`src/sv/isp_cpp_pkg.sv`:
```
// Types, constants and the gamma table of the color pixel pipeline.
package isp_cpp_pkg;

  localparam int NumCh = 3;
  localparam int ChanWidth = 8;
  localparam int GainWidth = 10;
  localparam int CfgIndexWidth = 4;
  localparam int CfgDataWidth = 10;
  localparam int ProdWidth = ChanWidth + GainWidth;
  localparam int CoefWidth = 12;
  localparam int MatProdWidth = ChanWidth + 1 + CoefWidth;
  localparam int MatSumWidth = MatProdWidth + 2;
  localparam int MatFracBits = 10;
  localparam int MatQuotWidth = MatSumWidth - MatFracBits;
  localparam int NumKnots = 51;

  localparam logic [CfgIndexWidth-1:0] RegBlackLevel = 4'd0;
  localparam logic [CfgIndexWidth-1:0] RegGainRed = 4'd1;
  localparam logic [CfgIndexWidth-1:0] RegGainGreen = 4'd2;
  localparam logic [CfgIndexWidth-1:0] RegGainBlue = 4'd3;

  localparam int ChRed = 0;
  localparam int ChGreen = 1;
  localparam int ChBlue = 2;

  localparam logic [ChanWidth-1:0] BlackLevelReset = 8'd16;
  localparam logic [GainWidth-1:0] GainRedReset = 10'd535;
  localparam logic [GainWidth-1:0] GainGreenReset = 10'd256;
  localparam logic [GainWidth-1:0] GainBlueReset = 10'd455;

  localparam logic signed [MatSumWidth-1:0] RoundBias = 23'sd512;

  localparam logic signed [CoefWidth-1:0] Ccm [NumCh*NumCh] = '{
    12'sd1566, -12'sd360, -12'sd182,
    -12'sd290, 12'sd1711, -12'sd397,
    12'sd17, -12'sd586, 12'sd1592
  };

  localparam int unsigned LastSpan = 2047;

  localparam logic [0:NumKnots-1][15:0] KnotX = {
    16'd0, 16'd512, 16'd1024, 16'd1536, 16'd2048, 16'd2560, 16'd3072, 16'd3584,
    16'd4096, 16'd4608, 16'd5120, 16'd5632, 16'd6144, 16'd6656, 16'd7168,
    16'd7680, 16'd8192, 16'd9216, 16'd10240, 16'd11264, 16'd12288, 16'd13312,
    16'd14336, 16'd15360, 16'd16384, 16'd17408, 16'd18432, 16'd19456,
    16'd20480, 16'd22528, 16'd24576, 16'd26624, 16'd28672, 16'd30720,
    16'd32768, 16'd34816, 16'd36864, 16'd38912, 16'd40960, 16'd43008,
    16'd45056, 16'd47104, 16'd49152, 16'd51200, 16'd53248, 16'd55296,
    16'd57344, 16'd59392, 16'd61440, 16'd63488, 16'd65535
  };

  localparam logic [0:NumKnots-1][15:0] KnotY = {
    16'd0, 16'd2518, 16'd5033, 16'd7175, 16'd9309, 16'd10814, 16'd12312,
    16'd13773, 16'd15225, 16'd16566, 16'd17899, 16'd19221, 16'd20534,
    16'd21684, 16'd22826, 16'd24024, 16'd25212, 16'd27251, 16'd29167,
    16'd30947, 16'd32696, 16'd34309, 16'd35849, 16'd37194, 16'd38445,
    16'd39598, 16'd40732, 16'd41717, 16'd42687, 16'd44343, 16'd45871,
    16'd47222, 16'd48441, 16'd49460, 16'd50470, 16'd51476, 16'd52480,
    16'd53382, 16'd54294, 16'd55155, 16'd56035, 16'd56920, 16'd57824,
    16'd58737, 16'd59666, 16'd60604, 16'd61558, 16'd62529, 16'd63516,
    16'd64519, 16'd65535
  };

  typedef logic [NumCh-1:0][ChanWidth-1:0] pixel_t;

  typedef struct packed {
    logic [ChanWidth-1:0] black_level;
    logic [NumCh-1:0][GainWidth-1:0] gain;
  } cfg_t;

  typedef logic [255:0][ChanWidth-1:0] gamma_rom_t;

  // One table entry: linear interpolation of the knot curve at code * 257.
  function automatic logic [ChanWidth-1:0] gamma_entry(input int unsigned code);
    int unsigned pos;
    int unsigned k;
    int unsigned j;
    int unsigned x0;
    int unsigned x1;
    int unsigned y0;
    int unsigned y1;
    int unsigned span;
    int unsigned prod;
    int unsigned quo;
    int unsigned v;
    int unsigned o;
    pos = code * 257;
    k = 0;
    for (j = 1; j < NumKnots - 1; j++) begin
      if (32'(KnotX[j]) < pos) begin
        k = j;
      end
    end
    x0 = 32'(KnotX[k]);
    x1 = 32'(KnotX[k+1]);
    y0 = 32'(KnotY[k]);
    y1 = 32'(KnotY[k+1]);
    span = x1 - x0;
    prod = (y1 - y0) * (pos - x0);
    if (span == LastSpan) begin
      quo = prod / LastSpan;
    end else begin
      quo = prod;
      while (span > 1) begin
        quo = quo >> 1;
        span = span >> 1;
      end
    end
    v = y0 + quo;
    o = (v + 128) >> 8;
    if (o > 255) begin
      o = 255;
    end
    return o[ChanWidth-1:0];
  endfunction

  function automatic gamma_rom_t build_gamma();
    gamma_rom_t rom;
    for (int i = 0; i < 256; i++) begin
      rom[i] = gamma_entry(i);
    end
    return rom;
  endfunction

  localparam gamma_rom_t GammaRom = build_gamma();

endpackage

```
`src/sv/isp_color_pixel_pipeline_top.sv`:
```
// Top level of the color pixel pipeline: black level, gains, matrix, gamma.
// The pipeline takes one pixel in every clock cycle and never raises busy.
// A pixel transferred with start appears on the outputs with a one-cycle done
// pulse after the five register stages, which are the pedestal subtraction,
// the gain multiply, the matrix multiply, the matrix sum with rounding and
// clipping, and the gamma table lookup. Results cannot be held off, so the
// receiver must take each one in the cycle that done is high.
// Register writes take effect at the next clock edge and should only be made
// while no pixel is in flight.
module isp_color_pixel_pipeline_top (
  input  logic                                  clk,
  input  logic                                  rst,
  input  logic                                  start,
  output logic                                  busy,
  input  logic [isp_cpp_pkg::ChanWidth-1:0]     red_in,
  input  logic [isp_cpp_pkg::ChanWidth-1:0]     green_in,
  input  logic [isp_cpp_pkg::ChanWidth-1:0]     blue_in,
  output logic                                  done,
  output logic [isp_cpp_pkg::ChanWidth-1:0]     red_out,
  output logic [isp_cpp_pkg::ChanWidth-1:0]     green_out,
  output logic [isp_cpp_pkg::ChanWidth-1:0]     blue_out,
  input  logic                                  wr_en,
  input  logic [isp_cpp_pkg::CfgIndexWidth-1:0] wr_index,
  input  logic [isp_cpp_pkg::CfgDataWidth-1:0]  wr_data
);
  import isp_cpp_pkg::*;

  cfg_t cfg;
  pixel_t pix_in;
  pixel_t pix_wb;
  pixel_t pix_ccm;
  pixel_t pix_out;
  logic valid_wb;
  logic valid_ccm;

  assign busy = 1'b0;

  assign pix_in[ChRed] = red_in;
  assign pix_in[ChGreen] = green_in;
  assign pix_in[ChBlue] = blue_in;

  isp_cpp_regs u_regs (
    .clk      (clk),
    .rst      (rst),
    .wr_en    (wr_en),
    .wr_index (wr_index),
    .wr_data  (wr_data),
    .cfg      (cfg)
  );

  isp_cpp_wb u_wb (
    .clk       (clk),
    .rst       (rst),
    .valid_in  (start && !busy),
    .pix_in    (pix_in),
    .cfg       (cfg),
    .valid_out (valid_wb),
    .pix_out   (pix_wb)
  );

  isp_cpp_ccm u_ccm (
    .clk       (clk),
    .rst       (rst),
    .valid_in  (valid_wb),
    .pix_in    (pix_wb),
    .valid_out (valid_ccm),
    .pix_out   (pix_ccm)
  );

  isp_cpp_gamma u_gamma (
    .clk       (clk),
    .rst       (rst),
    .valid_in  (valid_ccm),
    .pix_in    (pix_ccm),
    .valid_out (done),
    .pix_out   (pix_out)
  );

  assign red_out = pix_out[ChRed];
  assign green_out = pix_out[ChGreen];
  assign blue_out = pix_out[ChBlue];

endmodule

```
`src/sv/isp_cpp_regs.sv`:
```
// Configuration register file: black level and white balance gains.
module isp_cpp_regs (
  input  logic                                     clk,
  input  logic                                     rst,
  input  logic                                     wr_en,
  input  logic [isp_cpp_pkg::CfgIndexWidth-1:0]    wr_index,
  input  logic [isp_cpp_pkg::CfgDataWidth-1:0]     wr_data,
  output isp_cpp_pkg::cfg_t                        cfg
);
  import isp_cpp_pkg::*;

  always_ff @(posedge clk) begin
    if (rst) begin
      cfg.black_level <= BlackLevelReset;
      cfg.gain[ChRed] <= GainRedReset;
      cfg.gain[ChGreen] <= GainGreenReset;
      cfg.gain[ChBlue] <= GainBlueReset;
    end else if (wr_en) begin
      case (wr_index)
        RegBlackLevel: cfg.black_level <= wr_data[ChanWidth-1:0];
        RegGainRed:    cfg.gain[ChRed] <= wr_data[GainWidth-1:0];
        RegGainGreen:  cfg.gain[ChGreen] <= wr_data[GainWidth-1:0];
        RegGainBlue:   cfg.gain[ChBlue] <= wr_data[GainWidth-1:0];
        default: begin
        end
      endcase
    end
  end

endmodule

```
`src/sv/isp_cpp_wb.sv`:
```
// Black level subtraction and white balance gain, two register stages.
module isp_cpp_wb (
  input  logic                clk,
  input  logic                rst,
  input  logic                valid_in,
  input  isp_cpp_pkg::pixel_t pix_in,
  input  isp_cpp_pkg::cfg_t   cfg,
  output logic                valid_out,
  output isp_cpp_pkg::pixel_t pix_out
);
  import isp_cpp_pkg::*;

  logic valid_s1;
  logic valid_s2;
  pixel_t level;
  logic [NumCh-1:0][ProdWidth-1:0] prod;

  always_ff @(posedge clk) begin
    if (rst) begin
      valid_s1 <= 1'b0;
      valid_s2 <= 1'b0;
    end else begin
      valid_s1 <= valid_in;
      valid_s2 <= valid_s1;
    end
  end

  always_ff @(posedge clk) begin
    for (int c = 0; c < NumCh; c++) begin
      level[c] <= (pix_in[c] > cfg.black_level) ? pix_in[c] - cfg.black_level : '0;
      prod[c] <= ProdWidth'(level[c]) * ProdWidth'(cfg.gain[c]);
    end
  end

  always_comb begin
    for (int c = 0; c < NumCh; c++) begin
      pix_out[c] = (|prod[c][ProdWidth-1:ChanWidth+8]) ? '1 : prod[c][ChanWidth+7:8];
    end
  end

  assign valid_out = valid_s2;

endmodule

```
`src/sv/isp_cpp_ccm.sv`:
```
// Fixed 3x3 color matrix: a product stage and a sum, round and clip stage.
module isp_cpp_ccm (
  input  logic                clk,
  input  logic                rst,
  input  logic                valid_in,
  input  isp_cpp_pkg::pixel_t pix_in,
  output logic                valid_out,
  output isp_cpp_pkg::pixel_t pix_out
);
  import isp_cpp_pkg::*;

  logic valid_s1;
  logic signed [MatProdWidth-1:0] prod [NumCh][NumCh];
  logic signed [MatSumWidth-1:0] sum [NumCh];
  logic signed [MatQuotWidth-1:0] quot [NumCh];
  pixel_t clip;

  always_ff @(posedge clk) begin
    if (rst) begin
      valid_s1 <= 1'b0;
      valid_out <= 1'b0;
    end else begin
      valid_s1 <= valid_in;
      valid_out <= valid_s1;
    end
  end

  always_ff @(posedge clk) begin
    for (int r = 0; r < NumCh; r++) begin
      for (int c = 0; c < NumCh; c++) begin
        prod[r][c] <= $signed({1'b0, pix_in[c]}) * Ccm[r*NumCh+c];
      end
    end
  end

  always_comb begin
    for (int r = 0; r < NumCh; r++) begin
      sum[r] = RoundBias + MatSumWidth'(prod[r][ChRed]) + MatSumWidth'(prod[r][ChGreen])
               + MatSumWidth'(prod[r][ChBlue]);
      quot[r] = MatQuotWidth'(sum[r] >>> MatFracBits);
      if (quot[r] < 0) begin
        clip[r] = '0;
      end else if (quot[r] > $signed(MatQuotWidth'(255))) begin
        clip[r] = '1;
      end else begin
        clip[r] = quot[r][ChanWidth-1:0];
      end
    end
  end

  always_ff @(posedge clk) begin
    pix_out <= clip;
  end

endmodule

```
`src/sv/isp_cpp_gamma.sv`:
```
// Gamma lookup for the three channels from the constant curve table.
module isp_cpp_gamma (
  input  logic                clk,
  input  logic                rst,
  input  logic                valid_in,
  input  isp_cpp_pkg::pixel_t pix_in,
  output logic                valid_out,
  output isp_cpp_pkg::pixel_t pix_out
);
  import isp_cpp_pkg::*;

  always_ff @(posedge clk) begin
    if (rst) begin
      valid_out <= 1'b0;
    end else begin
      valid_out <= valid_in;
    end
  end

  always_ff @(posedge clk) begin
    for (int c = 0; c < NumCh; c++) begin
      pix_out[c] <= GammaRom[pix_in[c]];
    end
  end

endmodule

```
`config.mk`:
```
export PLATFORM = sky130hd
export DESIGN_NAME = isp_color_pixel_pipeline_top
export DESIGN_NICKNAME = d
export VERILOG_FILES = /design/src/sv/isp_cpp_pkg.sv /design/src/sv/isp_color_pixel_pipeline_top.sv /design/src/sv/isp_cpp_regs.sv /design/src/sv/isp_cpp_wb.sv /design/src/sv/isp_cpp_ccm.sv /design/src/sv/isp_cpp_gamma.sv
export SDC_FILE = /design/constraint.sdc
export NUM_CORES = 2
export LEC_CHECK = 0
export ABC_AREA = 1
export BUFFER_PORTS_ARGS = -buffer_cell sky130_fd_sc_hd__buf_2
export CAP_MARGIN = 5
export CORE_MARGIN = 2
export CORE_UTILIZATION = 55
export DETAILED_ROUTE_END_ITERATION = 7
export PLACE_DENSITY = 0.71
export SETUP_SLACK_MARGIN = 0.05
export SLEW_MARGIN = 10
export SYNTH_ARGS = -nofsm -noshare
export SYNTH_HDL_FRONTEND = slang
export SYNTH_SLANG_ARGS = --single-unit
```
`constraint.sdc`:
```
create_clock -name clk -period 6.45 [get_ports clk]
set_input_delay 0 -clock clk [delete_from_list [all_inputs] [get_ports clk]]
set_output_delay 0 -clock clk [all_outputs]
set_load 0.005 [all_outputs]
```
# After elaboration in Yosys (flattened, before gate mapping)
# Memories as Yosys holds them, arrays and structs flattened. A register that Yosys moved wholly into a read port is not among the register bits.
# Index checks and enable logic that the tools add are counted.
classes:
  addsub: 12
  multipliers: 12
  order_cmp: 9
  n_eq_ne: 3
  muxes: 6
  n_reduce_logical: 8
ops:
  columns: ["cell", "count"]
  rows:
  - ["adder 22 x 21 -> 23 bit", 3]
  - ["adder 23 x 21 -> 23 bit", 3]
  - ["adder 11 x 21 -> 22 bit, first input constant", 3]
  - ["multiplier 8 x 10 -> 18 bit", 3]
  - ["two-way mux 8 bit", 6]
  - ["> comparator 13 x 9 -> 1 bit, second input constant", 3]
  - ["< comparator 13 x 1 -> 1 bit, second input constant", 3]
  - ["multiplier 9 x 10 -> 19 bit, second input constant", 2]
  - ["> comparator 8 bit", 3]
  - ["subtractor 8 bit", 3]
  - ["multiplier 8 x 11 -> 19 bit, second input constant", 1]
  - ["multiplier 8 x 10 -> 18 bit, second input constant", 1]
  - ["multiplier 9 x 9 -> 18 bit, second input constant", 1]
  - ["multiplier 9 x 8 -> 17 bit, second input constant", 1]
  - ["multiplier 8 x 8 -> 16 bit, second input constant", 1]
  - ["multiplier 9 x 7 -> 16 bit, second input constant", 1]
  - ["multiplier 8 x 5 -> 13 bit, second input constant", 1]
  - ["== test 4 x 2 -> 1 bit, second input constant", 2]
  - ["AND reduction 2 bit", 4]
  - ["OR reduction 2 bit", 3]
  - ["== test 4 x 1 -> 1 bit, second input constant", 1]
  - ["zero test 4 bit", 1]
word_totals:
  register_bits: 145
  mem_bits_rw: 189
  romBits: 6144
  in_bits: 42
  out_inout_bits: 26
  elab_cells: 72
  mem_count: 4
mem_list:
  columns: ["name", "depth", "width", "read_ports", "rd_clocked_by_memory_dff", "write_ports", "line_no", "source"]
  rows:
  - ["(no name shown)", 256, 8, 1, 1, 0, "isp_cpp_gamma.sv:22", "pix_out[c] <= GammaRom[pix_in[c]];"]
  - ["(no name shown)", 256, 8, 1, 1, 0, "isp_cpp_gamma.sv:22", null]
  - ["(no name shown)", 256, 8, 1, 1, 0, "isp_cpp_gamma.sv:22", null]
  - ["u_ccm.prod", 3, 63, 3, 0, 3, "isp_cpp_ccm.sv:13", "logic signed [MatProdWidth-1:0] prod [NumCh][NumCh];"]

# Depth between registers and ports, before layout
# An unclocked memory read counts as a cell.
depth:
  depth_word: 6
  mapped_depth: 23
  ltp_nobuf: 23

# Hierarchy
# A second synthesis with hierarchy kept.
unflattened:
  cells_unflattened: 5448
  hier_area_um2: 39419.1
modules_own_cells:
  columns: ["module", "instances", "cells_each", "area_per_inst_um2", "seq_area_each_um2"]
  rows:
  - ["isp_cpp_ccm", 1, 2559, 21468.1, 3383.2]
  - ["isp_cpp_wb", 1, 1604, 10915.5, 1121.1]
  - ["isp_cpp_gamma", 1, 1016, 5231.3, 500.5]
  - ["isp_cpp_regs", 1, 267, 1793.0, 760.7]
  - ["isp_color_pixel_pipeline_top", 1, 2, 11.3, 0.0]

# Worst setup path after synthesis
# No wires, ideal clock.
synth_path:
  path_type: "register to register"
  startpoint: "register u_wb.prod[17] (netlist name)"
  endpoint: "memory u_ccm.prod[1][57] (netlist name)"
  setup_ns: 0.072
  arrival_time_ns: 4.830
  required_time_ns: 6.378
  slack_ns: 1.548
  stages_incl_launch_ff: 22
  path_buffers: 0
  synth_period_minus_slack_ns: 4.902
  path_cell_list: "dfxtp_1 > nor2_1 > inv_1 > nor2_1 > inv_1 > fa_1 > inv_1 > fa_1 > inv_1 > fa_1 > fa_1 > inv_1 > ha_1 > ha_1 > a21oi_1 > nand2_1 > nand2_1 > nand2_1 > a21oi_1 > o21ai_0 > a21oi_1 > xor2_1"
synth_rtl:
  columns: ["element", "line_no", "source"]
  rows:
  - ["from (decl)", "isp_cpp_wb.sv:16", "logic [NumCh-1:0][ProdWidth-1:0] prod;"]
  - ["from (signal, indexed assignment)", "isp_cpp_wb.sv:31", "prod[c] <= ProdWidth'(level[c]) * ProdWidth'(cfg.gain[c]);"]
  - ["to (decl)", "isp_cpp_ccm.sv:13", null]

==> impl_metrics.ini <==
[status]
status = completed

[floorplan]
ios = 68
rows = 95
coreArea_um2 = 67400
die_area_um2 = 70310
start_util = 0.5566
die_w_um = 265.2
dieHeight_um = 265.2

[detailed_routing]
avgRoutedWirePerCell_um = 15.35
drt-total-wl_um = 90260
vias = 31200
ant_nets = 0
drc = 0
viasPerCell = 5.308
firstDrtPassIters = 7
drtIter0Drc = 1950

[worst_setup_path]
cp_max_fo = 9
crit_top_cell = inv_1
crit_type = reg -> reg
cpMaxStageDelayCell = fa_1
max_stage_delay_ns = 0.58
cp_num_buf_inv = 5
crit_path_end_kind = flop
crit_arrival_ns = 5.81
start_kind = flop
worst_ep_required_time_ns = 6.90
critPathTopFamily = adder cells
crit_chain = nor2_1, inv_1, nor2_1, inv_1, fa_1, inv_1, fa_1, inv_1, fa_1, fa_1, inv_1, ha_1, ha_1, nand2_1, o21ai_1, a21boi_0, o21ai_1, a31oi_1, xor2_1

[yosys]
seq_area_frac_synth = 0.1537
synth_seq_cells = 288
synth_flop_cell = dfxtp_1
syn-cell-area_um2 = 37510
synth_nets = 5969
ys_warn_count = 0
synthCells = 4925
ys_async_sr_fraction = 0
ys_types = 65
syn_avg_cell_area_um2 = 7.617
synth_edf_count = 0

[global_route]
grt_max_degree = 37
grt-ovfl-total = 0
grt_pass1_wl_um = 152000
antenna_found_initial = 0
grtUsageTotal = 0.2615
grt_pass1_vias = 31280

[clocking]
clock_latency_ns = 0.57
cts_buffer_depth = 3
htreeDepth = 2
cts_resized = 0
cts_tree = done
clkTransAtPathRegs_ns = 0.06
cts_root_buf = clkbuf_16
clock_sinks = 288
cts_made_buffers = 37

[layout]
drive_gt1_frac = 0.03596
fillers = 6088
antenna_cells = 0
nNetsFinal = 6024
area_delta_synth_final_pct = 7.404

[timing]
setup_viol = 0
maxSlewViolCount = 0
slew_headroom = 0.3358
finalCritPeriodShare = 0.8314
skew_ns = 0.04585
setup_ws_ns = 1.088
rsz0062_at_grt = false
hold_viol = 0
period_minus_slack_ns = 5.362
fmax_mhz = 186.5
setup_tns_ns = 0
worst_pin_slew_ns = 0.9950

[worst_hold_path]
min_path_type = in -> reg

[place]
post-place-ws_ns = 1.077
place_congestion = 0.9675
portBuffers = 66
hpwl_um = 74210

[job]
drv_cap = 0
==> state kept, by name, indices dropped and copies added, names as in the netlist <==
| name | flops |
|---|---|
| u_wb.valid_out | 1 |
| u_gamma.pix_out | 24 |
| u_ccm.pix_out | 24 |
| u_gamma.valid_out | 1 |
| u_wb.prod | 30 |
| u_regs.cfg | 38 |
| u_ccm.prod | 143 |
| u_ccm.valid_s1 | 1 |
| u_wb.valid_s1 | 1 |
| u_ccm.valid_out | 1 |
| u_wb.level | 24 |
==> metal layers <==
layer,up-vias,share of wire,global-route usage
li1,15540,-,-
met1,14590,0.44,0.3339
met2,870,0.48,0.4626
met3,200,0.047,0.02722
met4,0,0.032,0.08566
met5,-,0,0
==> layout make-up <==
class | count | area (um2) | share of cell area
Tap cell | 873 | 1092 | 0.02711
Inverter | 1153 | 4328 | 0.1074
Sequential cell | 288 | 5766 | 0.1431
Timing Repair Buffer | 124 | 893.4 | 0.02217
Multi-Input combinational cell | 3376 | 26930 | 0.6685
Clock inverter | 22 | 302.8 | 0.007515
Clock buffer | 42 | 974.7 | 0.02419
==> final timing paths <==
path              slack, ns            from           endpoint  depth (start not counted)
hold / removal         0.08       red_in[3]      u_wb.level[3]                          4
setup reg to reg       1.09   u_wb.prod[17]  u_ccm.prod[1][58]                         19
setup / recovery       1.09   u_wb.prod[17]  u_ccm.prod[1][58]                         19
hold reg to reg        0.41  u_ccm.valid_s1    u_ccm.valid_out                          2
==> cells in the final DEF, fill, tap and decap left out, types with 15 or more instances in the layout <==
cell type and count:
a21o_1 15, a21oi_1 299, a31oi_1 20, buf_2 66, clkbuf_16 37, dfxtp_1 288
dlygate4sd3_1 51, fa_1 351, ha_1 651, inv_1 1145, nand2_1 911, nand3_1 175
nand4_1 41, nor2_1 280, nor3_1 33, o211ai_1 48, o21ai_0 201, o21ai_1 15
o21bai_1 20, xnor2_1 63, xor2_1 104
==> synth_stat cells, drive strengths merged, types with 8 or more instances <==
library cell / n / share of area
nand3b: 10 / 0.0020
o211ai: 48 / 0.0096
o221ai: 12 / 0.0028
a21o: 15 / 0.0030
fa: 351 / 0.19
nor2: 287 / 0.030
xor2: 106 / 0.025
a21oi: 300 / 0.040
nor3: 36 / 0.0054
o21ai: 219 / 0.030
inv: 1150 / 0.12
ha: 651 / 0.22
nand3: 178 / 0.024
o2111ai: 11 / 0.0026
o21bai: 23 / 0.0051
o21a: 8 / 0.0016
buf: 36 / 0.0057
xnor2: 63 / 0.015
o31ai: 9 / 0.0018
dfxtp: 288 / 0.15
clkbuf: 72 / 0.0072
nand4: 41 / 0.0068
a31oi: 20 / 0.0033
nand2: 922 / 0.093
==> per-stage QoR <==
step           hold slack (ns)  instances  cell area [um2]  utilization
3_3_place_gp            0.2195       5763            38500       0.5713
5_1_grt                0.07970       5878            40290       0.5978
3_5_place_dp            0.2301       5763            38500       0.5713
6_report               0.07579       5878            40290       0.5978
4_1_cts                0.01495       5878            40290       0.5978
2_1_floorplan           0.1070       4925            37510            -
==> logic make-up (layout without fill, tap and decap cells) <==
logic type,Yosys count,count (layout),synth area share
other cells,1,1,0.00009996
buf+inv,1261,1341,0.1283
flops,288,288,0.1537
simple gates,1498,1498,0.1654
fa+ha+maj,1002,1002,0.4044
xor+xnor,169,169,0.04016
compound gates,706,706,0.1079
==> timing repair <==
item,CTS,global route
endpoints found under the hold margin,65,0
hold buffers,51,0
buffers inserted,0,0
==> worst register-to-register path, cell delays in order, from the launching register on <==
cell and delay (ns):
dfxtp_1 0.29, nor2_1 0.09, inv_1 0.11, nor2_1 0.51, inv_1 0.37, fa_1 0.58, inv_1 0.08, fa_1 0.48
inv_1 0.05, fa_1 0.49, fa_1 0.49, inv_1 0.04, ha_1 0.27, ha_1 0.35, nand2_1 0.07, o21ai_1 0.25
a21boi_0 0.20, o21ai_1 0.24, a31oi_1 0.13, xor2_1 0.15
Power is not shown: default switching activity piles up to over one toggle a cycle in this logic, so the estimate is an artifact.
